==> src/hdl/duration_text_to_seconds_defines.svh <==
// assertion macros for the duration text parser
`ifndef DURATION_TEXT_TO_SECONDS_DEFINES_SVH
`define DURATION_TEXT_TO_SECONDS_DEFINES_SVH

`ifndef SYNTHESIS
`define DTTS_ASSERT(lbl, prop) \
  lbl: assert property (@(posedge clk_i) disable iff (!rst_ni) prop) \
    else $error("dtts check failed");
`define DTTS_ASSERT_RST(lbl, prop) \
  lbl: assert property (@(posedge clk_i) prop) \
    else $error("dtts reset check failed");
`else
`define DTTS_ASSERT(lbl, prop)
`define DTTS_ASSERT_RST(lbl, prop)
`endif

`endif

==> src/hdl/dtts_pkg.sv <==
package dtts_pkg;

  localparam int unsigned MaxTotal = 32'd2147483647;

  localparam int unsigned SecWeek = 7 * 24 * 3600;
  localparam int unsigned SecDay  = 24 * 3600;
  localparam int unsigned SecHour = 3600;
  localparam int unsigned SecMin  = 60;
  localparam int unsigned SecSec  = 1;

  localparam logic [30:0] LimWeek = 31'(MaxTotal / SecWeek);
  localparam logic [30:0] LimDay  = 31'(MaxTotal / SecDay);
  localparam logic [30:0] LimHour = 31'(MaxTotal / SecHour);
  localparam logic [30:0] LimMin  = 31'(MaxTotal / SecMin);
  localparam logic [30:0] LimSec  = 31'(MaxTotal / SecSec);

  localparam logic [7:0] ChNul   = 8'h00;
  localparam logic [7:0] ChSpace = 8'h20;
  localparam logic [7:0] ChZero  = 8'h30;
  localparam logic [7:0] ChNine  = 8'h39;
  localparam logic [7:0] ChWLo   = 8'h77;
  localparam logic [7:0] ChWUp   = 8'h57;
  localparam logic [7:0] ChDLo   = 8'h64;
  localparam logic [7:0] ChDUp   = 8'h44;
  localparam logic [7:0] ChHLo   = 8'h68;
  localparam logic [7:0] ChHUp   = 8'h48;
  localparam logic [7:0] ChMLo   = 8'h6d;
  localparam logic [7:0] ChMUp   = 8'h4d;
  localparam logic [7:0] ChSLo   = 8'h73;
  localparam logic [7:0] ChSUp   = 8'h53;

  localparam logic [31:0] DigitSat = 32'h8000_0000;

  typedef enum logic [3:0] {
    PhTop    = 4'b0001,
    PhSpaces = 4'b0010,
    PhDigits = 4'b0100,
    PhJunk   = 4'b1000
  } phase_e;

  typedef struct packed {
    logic        known;
    logic [19:0] mult;
    logic [30:0] limit;
  } unit_t;

  function automatic unit_t unit_lookup(input logic [7:0] c);
    unit_t u;
    u = '{known: 1'b1, mult: 20'd0, limit: 31'd0};
    unique case (c) inside
      ChWLo, ChWUp: begin
        u.mult  = 20'(SecWeek);
        u.limit = LimWeek;
      end
      ChDLo, ChDUp: begin
        u.mult  = 20'(SecDay);
        u.limit = LimDay;
      end
      ChHLo, ChHUp: begin
        u.mult  = 20'(SecHour);
        u.limit = LimHour;
      end
      ChMLo, ChMUp: begin
        u.mult  = 20'(SecMin);
        u.limit = LimMin;
      end
      ChSLo, ChSUp: begin
        u.mult  = 20'(SecSec);
        u.limit = LimSec;
      end
      default: begin
        u.known = 1'b0;
      end
    endcase
    return u;
  endfunction

endpackage

==> src/hdl/duration_text_to_seconds.sv <==
// Duration text parser: bytes of a text such as "1w2d3h4m5s" arrive one per word on the
// slave side, ending with a zero byte. Each zero byte yields exactly one result word on the
// master side: bit 0 is ok, bits 31:1 the total in seconds (zero when ok is low). Groups are
// optional spaces, decimal digits and a unit letter w, d, h, m or s in either case; junk after
// a unit is skipped. Missing digits, unknown units, overflow past 2147483647, a text ending
// after spaces or digits, and a zero total all give ok low. The block takes one byte every
// cycle; only a zero byte waits, and only while the previous result still sits unaccepted in
// the output register. A result word passes from its zero byte through the input register
// and then the result register before it is offered on the master side. A group's product
// is added to the total in the cycle after its unit letter.
`include "duration_text_to_seconds_defines.svh"

module duration_text_to_seconds
  import dtts_pkg::*;
(
  input  logic        clk_i,
  input  logic        rst_ni,
  input  logic        s_axis_tvalid,
  output logic        s_axis_tready,
  input  logic [7:0]  s_axis_tdata,   // char_code
  output logic        m_axis_tvalid,
  input  logic        m_axis_tready,
  output logic [31:0] m_axis_tdata    // ok, seconds
);

  logic        in_valid_q, in_valid_d;
  logic [7:0]  in_char_q;
  logic        adv;
  logic        is_nul, is_space, is_digit;

  phase_e      phase_q, phase_d;
  logic [31:0] digit_q, digit_d;
  logic [30:0] total_q, total_d;
  logic [30:0] part_q, part_d;
  logic        failed_q, failed_d;

  logic        out_valid_q, out_valid_d;
  logic        out_ok_q, out_ok_d;
  logic [30:0] out_sec_q, out_sec_d;

  logic [31:0] sum;
  logic        failed_eff;
  logic [35:0] acc;
  logic [31:0] acc_sat;
  logic [50:0] prod;
  unit_t       unit;
  logic        ok_now;

  assign adv = in_valid_q && (!is_nul || !out_valid_q || m_axis_tready);
  assign s_axis_tready = !in_valid_q || adv;
  assign in_valid_d = s_axis_tvalid ? 1'b1 : (adv ? 1'b0 : in_valid_q);

  assign is_nul   = (in_char_q == ChNul);
  assign is_space = (in_char_q == ChSpace);
  assign is_digit = (in_char_q >= ChZero) && (in_char_q <= ChNine);

  // pending group product folds into the total in the cycle after its unit letter
  assign sum        = {1'b0, total_q} + {1'b0, part_q};
  assign failed_eff = failed_q || sum[31];

  assign acc = ({4'b0, digit_q} << 3) + ({4'b0, digit_q} << 1) + {32'b0, in_char_q[3:0]};
  assign acc_sat = (acc > {4'b0, DigitSat}) ? DigitSat : acc[31:0];

  assign unit = unit_lookup(in_char_q);
  assign prod = digit_q[30:0] * unit.mult;

  assign ok_now = !failed_eff && (phase_q == PhTop || phase_q == PhJunk) &&
                  (sum[30:0] != 31'd0);

  always_comb begin
    phase_d     = phase_q;
    digit_d     = digit_q;
    total_d     = sum[30:0];
    part_d      = 31'd0;
    failed_d    = failed_eff;
    out_ok_d    = out_ok_q;
    out_sec_d   = out_sec_q;
    out_valid_d = m_axis_tready ? 1'b0 : out_valid_q;

    if (adv) begin
      if (is_nul) begin
        out_valid_d = 1'b1;
        out_ok_d    = ok_now;
        out_sec_d   = ok_now ? sum[30:0] : 31'd0;
        phase_d     = PhTop;
        digit_d     = 32'd0;
        total_d     = 31'd0;
        failed_d    = 1'b0;
      end else if (!failed_eff) begin
        unique case (phase_q)
          PhTop, PhSpaces: begin
            if (is_space) begin
              phase_d = PhSpaces;
            end else if (is_digit) begin
              digit_d = {28'd0, in_char_q[3:0]};
              phase_d = PhDigits;
            end else begin
              failed_d = 1'b1;
            end
          end
          PhDigits: begin
            if (is_digit) begin
              digit_d = acc_sat;
            end else if (!unit.known || digit_q > {1'b0, unit.limit}) begin
              failed_d = 1'b1;
            end else begin
              part_d  = prod[30:0];
              digit_d = 32'd0;
              phase_d = PhJunk;
            end
          end
          PhJunk: begin
            if (is_space) begin
              phase_d = PhSpaces;
            end else if (is_digit) begin
              digit_d = {28'd0, in_char_q[3:0]};
              phase_d = PhDigits;
            end
          end
          default: begin
            phase_d = PhTop;
          end
        endcase
      end
    end
  end

  always_ff @(posedge clk_i or negedge rst_ni) begin
    if (!rst_ni) begin
      in_valid_q  <= 1'b0;
      phase_q     <= PhTop;
      digit_q     <= 32'd0;
      total_q     <= 31'd0;
      part_q      <= 31'd0;
      failed_q    <= 1'b0;
      out_valid_q <= 1'b0;
    end else begin
      in_valid_q  <= in_valid_d;
      phase_q     <= phase_d;
      digit_q     <= digit_d;
      total_q     <= total_d;
      part_q      <= part_d;
      failed_q    <= failed_d;
      out_valid_q <= out_valid_d;
    end
  end

  always_ff @(posedge clk_i) begin
    if (s_axis_tready) begin
      in_char_q <= s_axis_tdata;
    end
    out_ok_q  <= out_ok_d;
    out_sec_q <= out_sec_d;
  end

  assign m_axis_tvalid = out_valid_q;
  assign m_axis_tdata  = {out_sec_q, out_ok_q};

  // end of text returns the parser to its idle state
  `DTTS_ASSERT(a_nul_clears, (adv && is_nul) |=>
               (phase_q == PhTop && total_q == 31'd0 && !failed_q && part_q == 31'd0))
  // a pending group product is cleared once it has been added to the total
  `DTTS_ASSERT(a_part_once, (part_q != 31'd0) |=> (part_q == 31'd0))
  // an error sticks until the end of the text
  `DTTS_ASSERT(a_failed_sticky, (failed_q && !(adv && is_nul)) |=> failed_q)
  // a passing result never carries a zero total, a failing one never a nonzero total
  `DTTS_ASSERT(a_ok_sec, out_valid_q |-> (out_ok_q == (out_sec_q != 31'd0)))
  `DTTS_ASSERT_RST(a_rst_quiet, !rst_ni |-> (!out_valid_q && !in_valid_q))

endmodule
==> config.mk <==
export PLATFORM = sky130hd
export DESIGN_NAME = duration_text_to_seconds
export DESIGN_NICKNAME = d
export VERILOG_FILES = /design/src/hdl/dtts_pkg.sv /design/src/hdl/duration_text_to_seconds.sv
export VERILOG_INCLUDE_DIRS = /design/src /design/src/hdl
export SDC_FILE = /design/constraint.sdc
export NUM_CORES = 1
export LEC_CHECK = 0
export BUFFER_PORTS_ARGS = -buffer_cell sky130_fd_sc_hd__buf_4
export CAP_MARGIN = 10
export CORE_MARGIN = 2
export CORE_UTILIZATION = 45
export DETAILED_ROUTE_END_ITERATION = 6
export GPL_TIMING_DRIVEN = 1
export REMOVE_ABC_BUFFERS = 1
export SYNTH_ARGS = -nofsm -noshare
export SYNTH_HDL_FRONTEND = slang
export SYNTH_SLANG_ARGS = --single-unit
==> constraint.sdc <==
create_clock -name clk_i -period 10.6 [get_ports clk_i]
set_input_delay 1.06 -clock clk_i [delete_from_list [all_inputs] [get_ports clk_i]]
set_output_delay 1.06 -clock clk_i [all_outputs]
set_load 0.02 [all_outputs]
=== After elaboration in Yosys (flattened, before gate mapping) ===
Index checks and enable logic that the tools add are counted.

* Register bits after elaboration: 141
* Bits of input ports: 12
* Output and inout port bits: 34
* Logic and storage cells: 108

* Add/subtract/negate cells: 3
* $mul: 1
* $lt $le $gt $ge: 4
* Equality and inequality tests: 22
* Muxes and demuxes: 38
* Reductions and logical operators: 30

{| class="wikitable"
|+ Operators with widths
! kind !! number
|-
| 51-bit one-hot mux with 5 select lines || 1
|-
| 31-bit 2-to-1 mux || 8
|-
| 32-bit 2-to-1 mux || 7
|-
| 8-bit by 7-bit equality test with 1-bit output (second input constant) || 10
|-
| 32-bit one-hot mux with 2 select lines || 1
|-
| 35-bit by 33-bit adder with 36-bit output || 1
|-
| 36-bit by 4-bit adder with 36-bit output || 1
|-
| 36-bit by 32-bit > comparator with 1-bit output (second input constant) || 1
|-
| 31-bit by 31-bit adder with 32-bit output || 1
|-
| 32-bit by 31-bit > comparator with 1-bit output || 1
|-
| 31-bit by 20-bit multiplier with 31-bit output || 1
|-
| 31-bit nonzero test || 1
|-
| 4-bit 2-to-1 mux || 6
|-
| 1-bit 2-to-1 mux || 13
|-
| 2-bit OR reduction || 6
|-
| 10-bit OR reduction || 1
|-
| 3-bit inequality test (second input constant) || 3
|-
| 8-bit by 6-bit equality test with 1-bit output (second input constant) || 1
|-
| 8-bit by 6-bit greater-or-equal comparator with 1-bit output (second input constant) || 1
|-
| 8-bit by 6-bit less-or-equal comparator with 1-bit output (second input constant) || 1
|-
| 8-bit logical NOT || 1
|-
| 4-bit one-hot mux with 2 select lines || 1
|-
| 1-bit logical OR || 6
|-
| 6-bit AND reduction || 1
|-
| other kinds (16) || 23
|}

=== Longest topological paths before layout ===
Gate-level depths: netlist (run 1).

* Depth after elaboration: 11
* Gate-level depth with buffers: 32
* Depth with buffers taken out: 31

=== Worst setup path before layout (run 1) ===
Ideal clock, no wire load.

* Path kind: register to register
* Start: register in_char_q[3]
* End: register part_q[29]
* Library setup time: 0.132 ns
* Data arrival time: 7.512 ns
* Data required time: 10.468 ns
* Slack: 2.956 ns
* Stages on the path, launching flop included: 27
* Buffers on the path: 3
* Clock period less this slack: 7.644 ns
* Path through: edfxtp_1 -> nor2b_1 -> and4_1 -> clkbuf_1 -> and2_1 -> clkbuf_1 -> clkbuf_1 -> o21ai_0 -> fa_1 -> fa_1 -> fa_1 -> inv_1 -> fa_1 -> fa_1 -> fa_1 -> inv_1 -> fa_1 -> inv_1 -> ha_1 -> nor4b_1 -> a21oi_1 -> a211o_1 -> o31a_1 -> a221oi_1 -> a31oi_1 -> xnor2_1 -> nor2_1

* Longest elaborated chain between the ends: 11
* Elaborated cells between the ends (all ways): 36
* Those cells by class: 1 x mul; 3 x order compare; 10 x eq/ne; 8 x mux; 14 x reduce/logical

{| class="wikitable"
|+ RTL lines
! element !! RTL line !! text
|-
| start, declared || duration_text_to_seconds.sv:27 || <nowiki>logic [7:0] in_char_q;</nowiki>
|-
| start signal, assigned || duration_text_to_seconds.sv:150 || <nowiki>in_char_q <= s_axis_tdata;</nowiki>
|-
| parallel branches: the longest is 10 deep, another holds 31-bit by 20-bit multiplier with 31-bit output || n/a ||
|-
| 31-bit 2-to-1 mux * || duration_text_to_seconds.sv:80 || <nowiki>if (adv) begin</nowiki>
|-
| net part_d[29] || duration_text_to_seconds.sv:34 || <nowiki>logic [30:0] part_q, part_d;</nowiki>
|-
| end signal, assigned || duration_text_to_seconds.sv:142 || <nowiki>part_q <= part_d;</nowiki>
|-
| end, declared || duration_text_to_seconds.sv:34 ||
|}

Mark *: on every way through the listed nets, which the timed path passes.
A chain may end at the register's enable or synchronous reset.

=== Final worst setup path (run 1) ===
Ends and elaborated chain as after synthesis.

==> results.toml, run 1 <==
[sta]
timing.slew.headroom_pct = 22.4
max_slew.worst_pin.slew_ns = 1.13
total_negative_setup_slack_ns = 0
finalClockSkew_ns = 0.0119
timing.hold.ws_ns = 0.543
worst_slack_ns = 2.10
max_clock_freq_mhz = 118
drv_slew = 0
finalWorstPathRequiredPeriod_ns = 8.50
timing.final.setup_violations = 0
hold_viol_final = 0
rsz0062_at_grt = "no"
finalCritPeriodShare_pct = 80.2

[synthesis]
syn_avg_cell_area_um2 = 9.22
synth-edff-count = 40
synthTopCellsByCount = "inv_1, ha_1, fa_1"
ys.flop_type = "dfrtp_1"
post_synth_inst_count = 2192
async_reset_ff_share_pct = 71.6
ys_ff_latch = 141
synth_area_leader_cell = "fa_1"
synth_seq_area_share_pct = 18.4
number_of_warning_messages_in_the_yosys_log = 0
synth_area_um2 = 20200
top_count_cell_post_synth = "inv_1"
unique_cell_type_count_in_the_yosys_netlist = 86
synth_top_area_share_pct = 23.9
synth_area_leaders = "fa_1, ha_1, dfrtp_1"

[die]
dieArea_um2 = 46600
floorplan.die.height_um = 216
initial_core_util_pct = 45.6
floorplan.io_pins = 46
coreArea_um2 = 44300
row_count = 77
dieWidth_um = 216

[cts]
root_cell_of_the_clock_tree = "clkbuf_16"
worstSkewPairLatency_ns = 0.48
cts.htree.levels = 4
postCtsResizedCells = 0
worst_setup_hold_path_clk_slew_ns = 0.06
numCtsBuffers = 17
cts.hold.buffers_added = 0
cts.sinks = 141
post-cts-setup-buffer-count = 0
max-clock-path-buffers = 2
cts_tree = "built"

[layout]
final_util_pct = 49.1
num-fill-cells = 4261
drive_gt1_share_pct = 6.05
num-nets-final = 2755
layout-area-overhead-vs-synth_pct = 7.64
insertedDiodeCount = 0

[pwr]
internal_power_mw = 1.04
max-vdd-ir-drop_v = 0.0000875
gate_power_share_pct = 24.0
p_clk_share_pct = 35.3
power_density_nw_per_um2 = 72.7
power.total_mw = 1.58
power_leakage_nw = 11.6
share_seq_of_total_power_pct = 40.7
switching_share_pct = 34.2
net-switching-power_uw = 541

[setup_path]
worst-endpoint-required_ns = 10.95
worst-path-max-fanout = 22
endpoint_kind = "flip-flop"
criticalPathCategory = "flip-flop to flip-flop"
worst_ep_arrival_time_ns = 8.85
cp-start-kind = "flip-flop"

[placed_design]
worst_slack_at_placement_ns = 2.13
hpwl_after_dpl_um = 43600
io_buffer_count = 45
gp_congestion = 0.939

[route]
route.antenna.remaining_nets = 0
average_wire_per_standard_cell_um = 18.7
drt_wl_total_um = 52700
dr.pass1.iters = 6
via_count = 15208
drtIter0Drc = 864
route.detailed.drc = 0
routed_via_density = 5.38

[global_routing]
antenna_found_initial = 0
grt_pass1_vias = 15941
pin_count_of_the_biggest_net_entering_global_routing = 66
track_usage_pct = 23.8
first_pass_grt_wire_length_um = 85900
gr-total-overflow = 0

[run_status]
outcome = "finished clean"

[flow_run]
number_of_max_cap_violations = 0

[hold_path]
hold_path.class = "input pin to asynchronous set/reset pin"
==> power by group through the flow <==
stage	Clock, mW	Sequential [mW]	Combinational, mW
after floorplan	0	0.632	0.270
after global placement	0	0.652	0.369
after detailed placement	0	0.654	0.376
after CTS	0.581	0.644	0.379
after global routing	0.602	0.647	0.428
final	0.558	0.644	0.380
==> logic make-up (layout without fill, tap and decap cells) <==
group	after synthesis	after routing	synth area share (%)
xor gates and xnor gates	92	92	3.99
muxes	8	8	0.421
AOI/OAI and AO/OA	375	375	12.7
other	1	2	0.0185
DFF	141	141	18.4
adders and majority gates	523	523	41.3
buffers and inverters	449	489	8.43
and+or+nand+nor	603	603	14.6
==> per-layer routing <==
layer	vias up	routed length, um	track usage (%)
met5	-	0	0
met4	0	2130	9.68
met3	104	2520	4.64
met2	376	24700	39.6
met1	7388	23300	30.5
li1	7340	-	-
==> path summary, 6_finish.rpt <==
kind,endpoint,cells after the start,slack [ns],startpoint
worst max-delay path,part_q[29]$_DFF_PN0_,25,2.10,in_char_q[3]$_DFFE_PP_
worst min register to register,phase_q[0]$_DFFE_PN1P_,2,0.59,phase_q[0]$_DFFE_PN1P_
max in group asynchronous,digit_q[16]$_DFFE_PN0P_,2,8.79,rst_ni
worst max register to register,part_q[29]$_DFF_PN0_,25,2.10,in_char_q[3]$_DFFE_PP_
min in group clk_i,phase_q[0]$_DFFE_PN1P_,2,0.59,phase_q[0]$_DFFE_PN1P_
worst min-delay path,total_q[9]$_DFF_PN0_,1,0.54,rst_ni
==> through the flow <==
step	area (um^2)	instances
after floorplan	20000	2140
after global placement	21200	2793
after detailed placement	21200	2793
after CTS	21800	2825
after global routing	21800	2825
final	21800	2825
==> layout make-up <==
type / instances / area [um^2] / area share (%)
multi-input combinational: 1603 / 14800 / 68.0
sequential: 141 / 3730 / 17.1
tap: 592 / 741 / 3.40
inverter: 396 / 1490 / 6.83
clock inverter: 14 / 111 / 0.512
clock buffer: 18 / 429 / 1.97
timing repair buffer: 61 / 458 / 2.10
==> worst max-delay path: stages (launching register included) <==
cell and delay, ns:
edfxtp_1 0.50, nor2b_1 0.23, and4_1 0.49, and2_1 0.69, o21ai_0 0.32, fa_1 0.59
fa_1 0.44, fa_1 0.51, fa_1 0.56, inv_1 0.06, fa_1 0.50, fa_1 0.54
inv_1 0.05, fa_1 0.52, inv_1 0.04, ha_1 0.31, a21boi_0 0.16, o21a_1 0.19
nor2_1 0.09, a21oi_1 0.11, a211o_1 0.34, o31a_1 0.26, a221oi_1 0.44, a31oi_1 0.17
xnor2_1 0.17, nor2_1 0.05
==> cells in the final DEF (no fill, tap or decap), drive strengths merged, types with 6 or more instances in the layout <==
cell | netlist | layout
fa | 241 | 241
nor2 | 185 | 185
a31oi | 18 | 18
nand4 | 9 | 9
ha | 282 | 282
nand2 | 144 | 144
xor2 | 35 | 35
o31ai | 7 | 7
edfxtp | 40 | 40
o21a | 13 | 13
and3 | 21 | 21
dfrtp | 100 | 100
or3 | 17 | 17
a22o | 29 | 29
nand3 | 26 | 26
xnor2 | 57 | 57
buf | 4 | 61
a21oi | 87 | 87
clkbuf | 49 | 18
o21ai | 88 | 88
or2 | 19 | 19
and4 | 6 | 6
o211ai | 13 | 13
nor3 | 47 | 47
nand2b | 21 | 21
nand4b | 6 | 6
nor3b | 6 | 6
nor2b | 13 | 13
o21bai | 7 | 7
and2 | 60 | 60
inv | 395 | 402
a21o | 33 | 33
a2111oi | 11 | 11
a211o | 7 | 7
nor4 | 8 | 8
a211oi | 9 | 9
==> sequential cells by signal (all words and copies together), names as in the netlist <==
signal	flops
total_q	31
failed_q	1
in_valid_q	1
out_sec_q	31
phase_q	4
m_axis_tvalid	1
in_char_q	8
out_ok_q	1
digit_q	32
part_q	31
No activity file was read; power rests on OpenSTA's default activity.
==> inputs of run 2 (changes only) <==
Clock period 10.6 ns to 8.8 ns, I/O delays scaled along.
==> results.toml, run 2 (synthesis results as in run 1) <==
[placed_design]
io_buffer_count = 45
hpwl_after_dpl_um = 44700
gp_congestion = 0.987
detailed_place.area_um2 = 21300

[flow_run]
number_of_max_cap_violations = 0

[route]
route.detailed.drc = 0
drt_wl_total_um = 53800
average_wire_per_standard_cell_um = 19.0
routed_via_density = 5.47
via_count = 15489
dr.pass1.iters = 7
route.antenna.remaining_nets = 0
drtIter0Drc = 969

[layout]
register_with_the_highest_flop_count = "digit_q"
drive_gt1_share_pct = 6.39
final_cell_mix = "inv_1, ha_1, fa_1"
layout-area-overhead-vs-synth_pct = 8.42
insertedDiodeCount = 0
num-nets-final = 2761
layout_commonest_cell = "inv_1"
largest_reg_flops = 32
post-route-cell-area_um2 = 21900
final_util_pct = 49.5

[sta]
max_clock_freq_mhz = 121
timing.hold.ws_ns = 0.457
finalClockSkew_ns = 0.0116
total_negative_setup_slack_ns = 0
max_slew.worst_pin.slew_ns = 1.05
timing.final.setup_violations = 0
timing.slew.headroom_pct = 28.1
rsz0062_at_grt = "no"
hold_viol_final = 0
finalWorstPathRequiredPeriod_ns = 8.28
finalCritPeriodShare_pct = 94.1
drv_slew = 0

[pwr]
p_clk_share_pct = 39.8
internal_power_mw = 1.37
switching_share_pct = 32.5
power_density_nw_per_um2 = 92.8
gate_power_share_pct = 22.2
share_seq_of_total_power_pct = 38.0
max-vdd-ir-drop_v = 0.000128
power_leakage_nw = 11.7
net-switching-power_uw = 661

[cts]
cts.sinks = 141
numCtsBuffers = 17
cts_tree = "built"
cts.hold.buffers_added = 0
cts.htree.levels = 4
root_cell_of_the_clock_tree = "clkbuf_16"
postCtsResizedCells = 0
worst_setup_hold_path_clk_slew_ns = 0.07
max-clock-path-buffers = 2
post-cts-setup-buffer-count = 0
worstSkewPairLatency_ns = 0.48

[setup_path]
worst-path-max-fanout = 13
worst_ep_arrival_time_ns = 8.64
cp-start-kind = "flip-flop"
worst-endpoint-required_ns = 9.15
criticalPathCategory = "flip-flop to flip-flop"
endpoint_kind = "flip-flop"

[global_routing]
grt_pass1_vias = 16271
antenna_found_initial = 0
track_usage_pct = 24.2
grt_util_met1_pct = 31.0
first_pass_grt_wire_length_um = 87800
gr-total-overflow = 0
grt_busiest_layer = "met2"
met2_usage_pct = 41.1
pin_count_of_the_biggest_net_entering_global_routing = 66
groute.layer.met3.usage_pct = 3.71

[die]
floorplan.die.height_um = 216
coreArea_um2 = 44300
dieArea_um2 = 46600
row_count = 77
floorplan.io_pins = 46
initial_core_util_pct = 45.6
dieWidth_um = 216

[hold_path]
hold_path.class = "input pin to asynchronous set/reset pin"

[run_status]
outcome = "finished clean"
[run 2: per-stage QoR]
stage | power, mW | instances | worst slack, ns
6_report | 2.03 | 2831 | 0.516
5_1_grt | 2.15 | 2831 | 0.0385
4_1_cts | 2.05 | 2831 | 0.502
3_5_place_dp | 1.23 | 2799 | 0.533
3_3_place_gp | 1.23 | 2799 | 0.765
2_1_floorplan | 1.09 | 2140 | 0.841
[run 2: critical path, cell delays in order (launching register included)]
cell and delay [ns]:
edfxtp_1 0.50, nor2b_1 0.21, and4_1 0.52, nand2_1 0.33, nand2_1 0.31, and2_1 0.25, fa_1 0.49, fa_1 0.51
ha_1 0.23, fa_1 0.54, inv_1 0.05, fa_1 0.47, inv_1 0.05, fa_1 0.53, inv_1 0.05, fa_1 0.53
inv_1 0.04, ha_1 0.22, or3_1 0.40, or3_1 0.33, o211a_1 0.25, a31oi_1 0.37, o21ai_0 0.26, or2_2 0.32
a21oi_1 0.17, xor2_1 0.17, nor2_1 0.05
[run 2: cell type report]
type,count,area (um^2)
Inverter,396,1490
Clock inverter,15,226
Multi-Input combinational cell,1603,14800
Tap cell,592,741
Sequential cell,141,3730
Clock buffer,17,425
Timing Repair Buffer,67,503
Fill cell,4173,22400
[run 2: final timing paths]
check                                       start  slack (ns)                     end  depth (start not counted)
max                        in_char_q[3]$_DFFE_PP_        0.52    part_q[24]$_DFF_PN0_                         26
min                                        rst_ni        0.46   total_q[10]$_DFF_PN0_                          1
max reg2reg                in_char_q[3]$_DFFE_PP_        0.52    part_q[24]$_DFF_PN0_                         26
min reg2reg                phase_q[0]$_DFFE_PN1P_        0.57  phase_q[0]$_DFFE_PN1P_                          2
max in group asynchronous                  rst_ni        7.23    part_q[28]$_DFF_PN0_                          2
min in group clk_i         phase_q[0]$_DFFE_PN1P_        0.57  phase_q[0]$_DFFE_PN1P_                          2
[run 2: layer usage]
metal	up-vias	wire length, um	part of all wire, %
met5	-	0	0
met4	0	1820	3.4
met3	89	2290	4.3
met2	380	25900	48
met1	7658	23800	44
li1	7362	-	-
[run 2: power groups by stage]
stage | logic, mW | registers (mW) | clock network [mW]
global route | 0.514 | 0.780 | 0.855
floorplan | 0.325 | 0.761 | 0
global placement | 0.444 | 0.786 | 0
detailed placement | 0.448 | 0.786 | 0
CTS | 0.451 | 0.773 | 0.827
finish | 0.451 | 0.773 | 0.809
==> inputs of run 3 (changes only) <==
Clock period 8.8 ns to 8.21 ns, I/O delays scaled along.
==> results.toml, run 3 (synthesis results as in run 1) <==
[sta]
timing.hold.ws_ns = 0.368
timing.final.setup_violations = 0
finalCritPeriodShare_pct = 95.4
finalWorstPathRequiredPeriod_ns = 7.83
max_slew.worst_pin.slew_ns = 1.04
worst_slack_ns = 0.380
total_negative_setup_slack_ns = 0
max_clock_freq_mhz = 128
finalClockSkew_ns = 0.00877
drv_slew = 0
timing.slew.headroom_pct = 29.1
hold_viol_final = 0

[die]
floorplan.io_pins = 46
dieArea_um2 = 46600
initial_core_util_pct = 45.6
coreArea_um2 = 44300
dieWidth_um = 216
floorplan.die.height_um = 216
row_count = 77

[flow_run]
number_of_max_cap_violations = 0

[cts]
max-clock-path-buffers = 2
worst_setup_hold_path_clk_slew_ns = 0.06
numCtsBuffers = 17
cts_tree = "built"
cts.sinks = 141
cts.htree.levels = 4
post-cts-setup-buffer-count = 0
root_cell_of_the_clock_tree = "clkbuf_16"
worstSkewPairLatency_ns = 0.48

[global_routing]
track_usage_pct = 24.5
grt_pass1_vias = 16105
pin_count_of_the_biggest_net_entering_global_routing = 66
antenna_found_initial = 0
first_pass_grt_wire_length_um = 88000
gr-total-overflow = 0

[layout]
insertedDiodeCount = 0
layout_commonest_cell = "inv_1"
layout-area-overhead-vs-synth_pct = 8.84
final_util_pct = 49.7
final_cell_mix = "inv_1, ha_1, fa_1"
drive_gt1_share_pct = 7.23
num-nets-final = 2777
register_with_the_highest_flop_count = "digit_q"
largest_reg_flops = 32
non_filler_instances = 2847

[setup_path]
worst-endpoint-required_ns = 8.53
cp-start-kind = "flip-flop"
setup.reg_to_reg.worst_slack_ns = 0.38
endpoint_kind = "flip-flop"
criticalPathCategory = "flip-flop to flip-flop"
worstRegToRegCells = 27
worst_ep_arrival_time_ns = 8.15
worst-path-max-fanout = 15
r2r_start = "in_char_q[1]$_DFFE_PP_"
r2r-end = "part_q[24]$_DFF_PN0_"
endpoint = "part_q[24]$_DFF_PN0_"
setup.worst_path.start = "in_char_q[1]$_DFFE_PP_"

[placed_design]
io_buffer_count = 45
gp_congestion = 0.971
placed_cells = 2815
worst_slack_at_placement_ns = 0.158
hpwl_after_dpl_um = 45200

[hold_path]
hold_path.class = "input pin to asynchronous set/reset pin"

[route]
via_count = 15312
dr.pass1.iters = 5
drt_wl_total_um = 54000
route.antenna.remaining_nets = 0
route.detailed.drc = 0
routed_via_density = 5.38
average_wire_per_standard_cell_um = 19.0
drtIter0Drc = 906

[pwr]
power_leakage_nw = 11.8
power_density_nw_per_um2 = 95.8
max-vdd-ir-drop_v = 0.000136

[run_status]
outcome = "finished clean"
[run 3: changes by cell type in the layout (fill, tap and decap cells not counted), sizes merged]
| cell | delta |
|---|---|
| buf | +16 |
| clkinv | +5 |
| inv | -4 |
| bufinv | -2 |
| clkinvlp | +1 |
[run 3: layout make-up]
cell class / instances / area [um^2]
Tap cell: 592 / 741
Timing Repair Buffer: 83 / 636
Fill cell: 4227 / 22300
Clock inverter: 15 / 160
Multi-Input combinational cell: 1603 / 14800
Clock buffer: 17 / 425
Inverter: 396 / 1490
Sequential cell: 141 / 3730
[run 3: power by group]
part	switching (mW)	internal (mW)	leakage [nW]
registers	0.0608	0.765	1.70
logic	0.306	0.191	9.79
clock network	0.337	0.448	0.281
[run 3: metrics by stage]
| stage | area [um^2] | total power, mW |
|---|---|---|
| final | 22000 | 2.11 |
| after global routing | 22000 | 2.23 |
| after CTS | 22000 | 2.12 |
| after detailed placement | 21400 | 1.33 |
| after global placement | 21400 | 1.32 |
| after floorplan | 20000 | 1.16 |
[run 3: how the worst min path moves through the flow]
| stage | start | endpoint | slack (ns) |
|---|---|---|---|
| after global routing | rst_ni | total_q[3]$_DFF_PN0_ | 0.42 |
| after detailed placement | phase_q[0]$_DFFE_PN1P_ | phase_q[0]$_DFFE_PN1P_ | 0.57 |
| after global placement | phase_q[0]$_DFFE_PN1P_ | phase_q[0]$_DFFE_PN1P_ | 0.55 |
| final | rst_ni | total_q[6]$_DFF_PN0_ | 0.37 |
| after CTS | rst_ni | total_q[3]$_DFF_PN0_ | 0.39 |
| after floorplan | phase_q[0]$_DFFE_PN1P_ | phase_q[0]$_DFFE_PN1P_ | 0.52 |
[run 3: critical path, stage by stage, from the launching register on]
cell and delay, ns:
edfxtp_1 0.48, nor3_1 0.28, nand3_1 0.23, nor2_1 0.20
buf_4 0.24, and2_2 0.25, nand2b_1 0.16, fa_1 0.43
fa_1 0.48, ha_1 0.29, inv_1 0.05, fa_1 0.49
inv_1 0.04, fa_1 0.46, fa_1 0.54, inv_1 0.05
fa_1 0.53, inv_1 0.04, ha_1 0.20, or3_1 0.42
or3_1 0.34, o211a_1 0.27, a31oi_2 0.29, o21ai_1 0.17
or2_2 0.30, a21oi_1 0.19, xor2_1 0.16, nor2_1 0.05
[run 3: metal layers]
| layer | track usage, % | routed length, um | up-vias |
|---|---|---|---|
| li1 | - | - | 7394 |
| met1 | 31.4 | 23800 | 7495 |
| met2 | 41.6 | 25900 | 338 |
| met3 | 4.14 | 2410 | 85 |
| met4 | 9.22 | 1800 | 0 |
| met5 | 0 | 0 | - |
[run 3: timing repair]
action | 4_1_cts | 5_1_grt
hold buffers | 0 | 0
endpoints found under the setup margin | 0 | 7
endpoints found under the hold margin | 0 | 0
resized for setup | 0 | 8
